===== src/rtl/core/fbm_pkg.sv =====
// Package: shared types, constants and controller states for the flash block map.
`default_nettype none
package fbm_pkg;
  localparam int Files       = 16;
  localparam int FileBits    = 4;
  localparam int MapEntries  = 1024;
  localparam int IdxBits     = 10;
  localparam int CountBits   = 11;
  localparam int EraseSlots  = 4;
  localparam int SlotBits    = 2;
  localparam int PoolDepth   = 32;
  localparam int PoolBits    = 5;
  localparam int FillBits    = 6;
  localparam int IdBits      = 19;

  localparam logic [1:0] ActTick   = 2'd0;
  localparam logic [1:0] ActResult = 2'd1;
  localparam logic [1:0] ActMap    = 2'd2;
  localparam logic [1:0] ActClear  = 2'd3;

  localparam logic [2:0] StMapped   = 3'd0;
  localparam logic [2:0] StUnmapped = 3'd1;
  localparam logic [2:0] StWait     = 3'd2;
  localparam logic [2:0] StIssued   = 3'd3;
  localparam logic [2:0] StIdle     = 3'd4;
  localparam logic [2:0] StRecorded = 3'd5;
  localparam logic [2:0] StCleared  = 3'd6;

  typedef struct packed {
    logic [1:0]  action;
    logic [3:0]  file;
    logic [17:0] logical_page;
    logic        allocate;
    logic [1:0]  slot;
    logic        erase_ok;
  } req_t;

  typedef struct packed {
    logic [2:0]  status;
    logic [3:0]  phys_bus;
    logic [2:0]  phys_chip;
    logic [11:0] phys_block;
    logic [7:0]  phys_page;
    logic [18:0] erase_block_id;
    logic [1:0]  erase_slot;
    logic [5:0]  pool_level;
  } rsp_t;

  typedef enum logic [2:0] {
    S_IDLE, S_EXEC, S_FILL, S_LOOK, S_READ, S_DONE
  } state_t;

  // Controller commands to datapath
  typedef struct packed {
    logic load;      // capture request
    logic exec;      // do tick / result / clear / map checks
    logic fill_step; // move one pool entry into the map
    logic look;      // issue map read
    logic finish;    // emit result (mapped when use_map)
    logic use_map;
    logic [2:0] status;
  } cmd_t;

  // Datapath status to controller
  typedef struct packed {
    logic [1:0] action;
    logic       in_range;
    logic       allocate;
    logic       need_fill; // count <= idx
    logic       pool_empty;
  } sts_t;
endpackage
`default_nettype wire


===== src/rtl/core/fbm_ctrl.sv =====
// Controller state machine for the flash block map.
`default_nettype none
module fbm_ctrl (
  input  wire logic           clk,
  input  wire logic           rst,
  input  wire logic           start,
  output logic                busy,
  input  wire fbm_pkg::sts_t  sts,
  output fbm_pkg::cmd_t       cmd
);
  fbm_pkg::state_t state, state_next;

  // Hold state
  always_ff @(posedge clk) begin
    if (rst) state <= fbm_pkg::S_IDLE;
    else state <= state_next;
  end

  // Next state
  always_comb begin
    state_next = state;
    unique case (state)
      fbm_pkg::S_IDLE: if (start) state_next = fbm_pkg::S_EXEC;
      fbm_pkg::S_EXEC: begin
        if (sts.action == fbm_pkg::ActMap && sts.in_range) begin
          if (sts.allocate) state_next = fbm_pkg::S_FILL;
          else state_next = fbm_pkg::S_LOOK;
        end else state_next = fbm_pkg::S_IDLE;
      end
      fbm_pkg::S_FILL: begin
        if (!sts.need_fill) state_next = fbm_pkg::S_LOOK;
        else if (sts.pool_empty) state_next = fbm_pkg::S_IDLE;
      end
      fbm_pkg::S_LOOK: begin
        if (sts.need_fill) state_next = fbm_pkg::S_IDLE;
        else state_next = fbm_pkg::S_READ;
      end
      fbm_pkg::S_READ: state_next = fbm_pkg::S_DONE;
      fbm_pkg::S_DONE: state_next = fbm_pkg::S_IDLE;
      default: state_next = fbm_pkg::S_IDLE;
    endcase
  end

  // Outputs
  always_comb begin
    cmd = '0;
    busy = (state != fbm_pkg::S_IDLE);
    unique case (state)
      fbm_pkg::S_IDLE: cmd.load = start;
      fbm_pkg::S_EXEC: begin
        cmd.exec = 1'b1;
        if (sts.action == fbm_pkg::ActMap) begin
          if (!sts.in_range) begin
            cmd.finish = 1'b1;
            cmd.status = fbm_pkg::StUnmapped;
          end
        end else begin
          cmd.finish = 1'b1;
          cmd.status = fbm_pkg::StIdle; // datapath resolves tick/result/clear
        end
      end
      fbm_pkg::S_FILL: begin
        if (sts.need_fill) begin
          if (sts.pool_empty) begin
            cmd.finish = 1'b1;
            cmd.status = fbm_pkg::StWait;
          end else cmd.fill_step = 1'b1;
        end
      end
      fbm_pkg::S_LOOK: begin
        if (sts.need_fill) begin
          cmd.finish = 1'b1;
          cmd.status = fbm_pkg::StUnmapped;
        end else cmd.look = 1'b1;
      end
      fbm_pkg::S_READ: ;
      fbm_pkg::S_DONE: begin
        cmd.finish = 1'b1;
        cmd.use_map = 1'b1;
        cmd.status = fbm_pkg::StMapped;
      end
      default: ;
    endcase
  end
endmodule
`default_nettype wire


===== config.mk =====
export PLATFORM = sky130hd
export DESIGN_NAME = fbm_ctrl
export DESIGN_NICKNAME = d
export VERILOG_FILES = /design/src/rtl/core/fbm_pkg.sv /design/src/rtl/core/fbm_ctrl.sv
export SDC_FILE = /design/constraint.sdc
export NUM_CORES = 1
export LEC_CHECK = 0
export BUFFER_PORTS_ARGS = -buffer_cell sky130_fd_sc_hd__buf_2
export CAP_MARGIN = 20
export CORE_AREA = 2 2 39 41
export DETAILED_ROUTE_END_ITERATION = 6
export DIE_AREA = 0 0 41 43
export SETUP_SLACK_MARGIN = 0.4
export SKIP_CTS_REPAIR_TIMING = 1
export SYNTH_ARGS = -nofsm -noshare
export SYNTH_HDL_FRONTEND = slang
export SYNTH_SLANG_ARGS = --single-unit

===== constraint.sdc =====
create_clock -name clk -period 1.2 [get_ports clk]
set_input_delay 0 -clock clk [delete_from_list [all_inputs] [get_ports clk]]
set_output_delay 0 -clock clk [all_outputs]
set_load 0.02 [all_outputs]

; ---- Word-level counts from Yosys, hierarchy flattened
; Index checks and enable logic that the tools add are counted.
[word_totals]
wordCells = 40
in_bits = 9
out_inout_bits = 10
reg_bits = 3
[op_classes]
n_reduce_logical = 4
muxes = 27
n_eq_ne = 8
[ops]
columns = operator, count
row1 = two-way mux 3 bit, 6
row2 = two-way mux 1 bit, 16
row3 = case mux 3 bit (5 select lines), 1
row4 = case mux 3 bit (3 select lines), 1
row5 = "equality test 3 x 2 -> 1 bit, second input constant", 2
row6 = "equality test 3 bit, second input constant", 2
row7 = two-way mux 2 bit, 2
row8 = case mux 1 bit (4 select lines), 1
row9 = "equality test 3 x 1 -> 1 bit, second input constant", 1
row10 = logical NOT 3 bit, 1
row11 = "inequality test 3 bit, second input constant", 1
row12 = nonzero test 3 bit, 1
row13 = "equality test 2 bit, second input constant", 1
row14 = "inequality test 2 bit, second input constant", 1
row15 = AND reduction 2 bit, 1
row16 = logical AND 1 bit, 1

; ---- Logic depth before layout (Yosys ltp)
[depth]
depth_word = 4
depth_mapped = 4

; ---- Worst setup path before layout
; OpenSTA, ideal clock, no wires.
[synth_path]
kind = register to output
start = register state[1]
end = output cmd[1] (netlist bit)
setup_slack_ns = -0.133
arrival_time_ns = 1.333
n_path_buf = 1
path_stages_with_launch = 4
path_cell_list = dfxtp_1 > buf_2 > nand2_1 > nor4b_1
[synth_lines]
columns = element, line
row1 = from (decl), fbm_ctrl.sv:11  ; fbm_pkg::state_t state, state_next;
row2 = from (signal assigned), fbm_ctrl.sv:15  ; if (rst) state <= fbm_pkg::S_IDLE;
row3 = from (signal assigned), fbm_ctrl.sv:16  ; else state <= state_next;
row4 = to (decl), fbm_ctrl.sv:9  ; output fbm_pkg::cmd_t cmd

==> results.yml <==
status:
  status: "complete, but fails checks"
  violations: "negative setup slack"
yosys:
  yosysWarnings: 0
  yosysSeqAreaShare: 0.2078
  synth_mux_area_frac: 0
  yosysTopAreaCell: "dfxtp_1"
  synth-simple-area-share: 0.4372
  syn-num-nets: 49
  synthCells: 40
  syn_area_per_cell_sq_um: 7.226
  syn_area_sq_um: 289.0
  synth_area_leaders: "dfxtp_1, nand2b_1, nor2_1"
  synth-seq-cells: 3
  synth_fa_ha_area_frac: 0
  synth-compound-area-share: 0.2424
  synth_xor_area_frac: 0
  yosys.area.top_type_share: 0.2078
  yosysUniqueCellTypes: 22
  synth_top_family_by_area: "simple AND/OR/NAND/NOR gates"
routing:
  wl_um: 978
  antenna_left: 0
  drt_iter0_markers: 7
  drc: 0
  post_drt_wl_per_cell_um: 11.78
  vias_per_cell: 4.867
  detail_route.first_pass.iterations: 4
  vias: 404
worst_setup_path:
  cp-end-kind: "output pin"
  slowest_delay_ns: 0.38
  reg2regPathDepth: 3
  cp.arrival_ns: 1.30
  cp_common_cell: "buf_6"
  cp_slowest_cell: "or3_4"
  crit_family: "simple AND/OR/NAND/NOR gates"
  worstSetupPathType: "flip-flop to output pin"
  cp_max_fo: 6
  start_kind: "flip-flop"
  timing.rr.end: "state[0]"
  crit_chain: "buf_6, or3_4, nor2_4, buf_6"
  cp.depth: 4
  r2r-start: "state[0]"
  path_buf_inv: 2
  r2r_slack_ns: 0.05
  cp.required_ns: 1.20
worst_hold_path:
  min_path_cells: 3
  min_to: "state[0]"
  min_from: "rst"
  hold_class: "input pin to flip-flop"
global_routing:
  grt.overflow.total: 0
  grt_pass1_wl_um: 1324
  grt_start_max_net_pins: 12
  grt_usage: 0.1062
  grt_antenna_before_repair: 0
  grt_pass1_vias: 334
finish:
  regMostFlops: "state"
  syn_to_final_growth_pct: 118.2
  fillCellCount: 136
  most-common-layout-cells: "buf_6, buf_2, buf_4"
  largest_register_ffs: 3
  drive_above_1_share: 0.7015
  nets: 77
  final_common_cell: "buf_6"
  reg_top3: "state x3"
  n_antenna_cell: 0
sta:
  period_needed_ns: 1.298
  setup_tns_ns: -0.3209
  report.final.slew_viol_count: 0
  rsz0062_at_grt: "true"
  setup_viol: 5
  skew_ns: 0.002017
  tightest_slew_ns: 0.2699
  period_share: 1.082
  max_slew_margin: 0.8197
  max_freq_mhz: 770.4
  finalHoldViolations: 0
  fin_ws_ns: -0.09805
floorplanning:
  initial_core_util: 0.2089
  core_area_sq_um: 1384
  dieArea_sq_um: 1763
  die_w_um: 41
  dieHeight_um: 43
  rows: 14
  io_pins: 19
power:
  seqPwrFrac: 0.218
  power_frac_clock: 0.353
  swShare: 0.3512
  switchingPower_mw: 0.1892
  powerDensity_nw_per_um2: 854.2
  p_int_mw: 0.3495
  p_comb_frac: 0.428
  vdd_ir_drop_max_v: 0.0004844
  p_leak_nw: 0.2621
clock_tree:
  htreeDepth: 1
  clk_latency_ns: 0.24
  cts_sinks: 3
  cts-root-buf: "clkbuf_4"
  clockBufferDepth: 2
  cts_buffers: 3
  cts_tree: "yes"
  clk_pin_slew_worst_paths_ns: 0.04
placement:
  io_buffers: 18
  dp_hpwl_um: 701.3
  gp_congestion: 0.7796
  place_ws_ns: 0.03122
job:
  drv_cap: 0
[Yosys cell counts]
cell       count
a21o_1         1
a21oi_1        3
a22oi_1        1
a22oi_2        1
and4bb_1       1
buf_2          2
buf_6          1
dfxtp_1        3
inv_1          3
nand2_1        2
nand2b_1       3
nand3b_1       1
nor2_1         5
nor2b_1        2
nor3_1         2
nor4_1         1
nor4b_1        1
o2111ai_1      1
o21ai_0        2
o221ai_1       1
or3_1          1
or3b_1         2
[stage by stage]
stage	cells	instance area (sq um)	power, mW	hold slack, ns	util
after global placement	77	488.0	0.2990	0.2107	0.3526
after detailed placement	77	488.0	0.3014	0.2203	0.3526
final	83	630.6	0.5387	0.05708	0.4557
after global routing	83	630.6	0.5718	0.08470	0.4557
after floorplan	40	366.6	0.2360	0.05266	-
after CTS	81	514.2	0.4919	-0.03329	0.3716
[cell families (layout without fill, tap and decap cells)]
kind of cell	after synthesis	after routing
flops	3	3
simple gates	21	21
compound gates	10	10
buf+inv	6	33
[power groups by stage]
stage,Clock [mW],Combinational [mW],Sequential (mW)
global placement,0,0.183,0.116
global route,0.204,0.248,0.119
finish,0.190,0.231,0.117
detailed placement,0,0.185,0.117
CTS,0.192,0.185,0.115
floorplan,0,0.127,0.109
[layer usage]
| metal | global-route usage | up-vias | share of wire |
|---|---|---|---|
| met5 | 0 | - | 0 |
| met4 | 0.04000 | 0 | 0.019 |
| met3 | 0.01571 | 4 | 0.045 |
| met2 | 0.1875 | 12 | 0.54 |
| met1 | 0.1182 | 188 | 0.39 |
| li1 | - | 200 | - |
[worst max-delay path by stage]
stage	start	to	slack, ns
final	state[2]	cmd[8]	-0.1
after global routing	state[2]	cmd[8]	-0.13
after CTS	state[1]	cmd[1]	-0.22
after detailed placement	state[1]	cmd[1]	0.03
after global placement	state[1]	state[0]	0.08
after floorplan	state[0]	state[0]	0.07
[final cells by class]
type,count,area (sq um),area share
Tap cell,16,20.02,0.03175
Clock buffer,4,26.28,0.04167
Timing Repair Buffer,26,216.5,0.3433
Inverter,3,13.76,0.02183
Sequential cell,3,71.32,0.1131
Multi-Input combinational cell,31,282.8,0.4484
[tightest hold or removal path, stage by stage]
cell and delay [ns]:
buf_2 0.10, a21o_1 0.10, a22oi_2 0.04
Note: power is estimated with default switching activity, not from simulation.
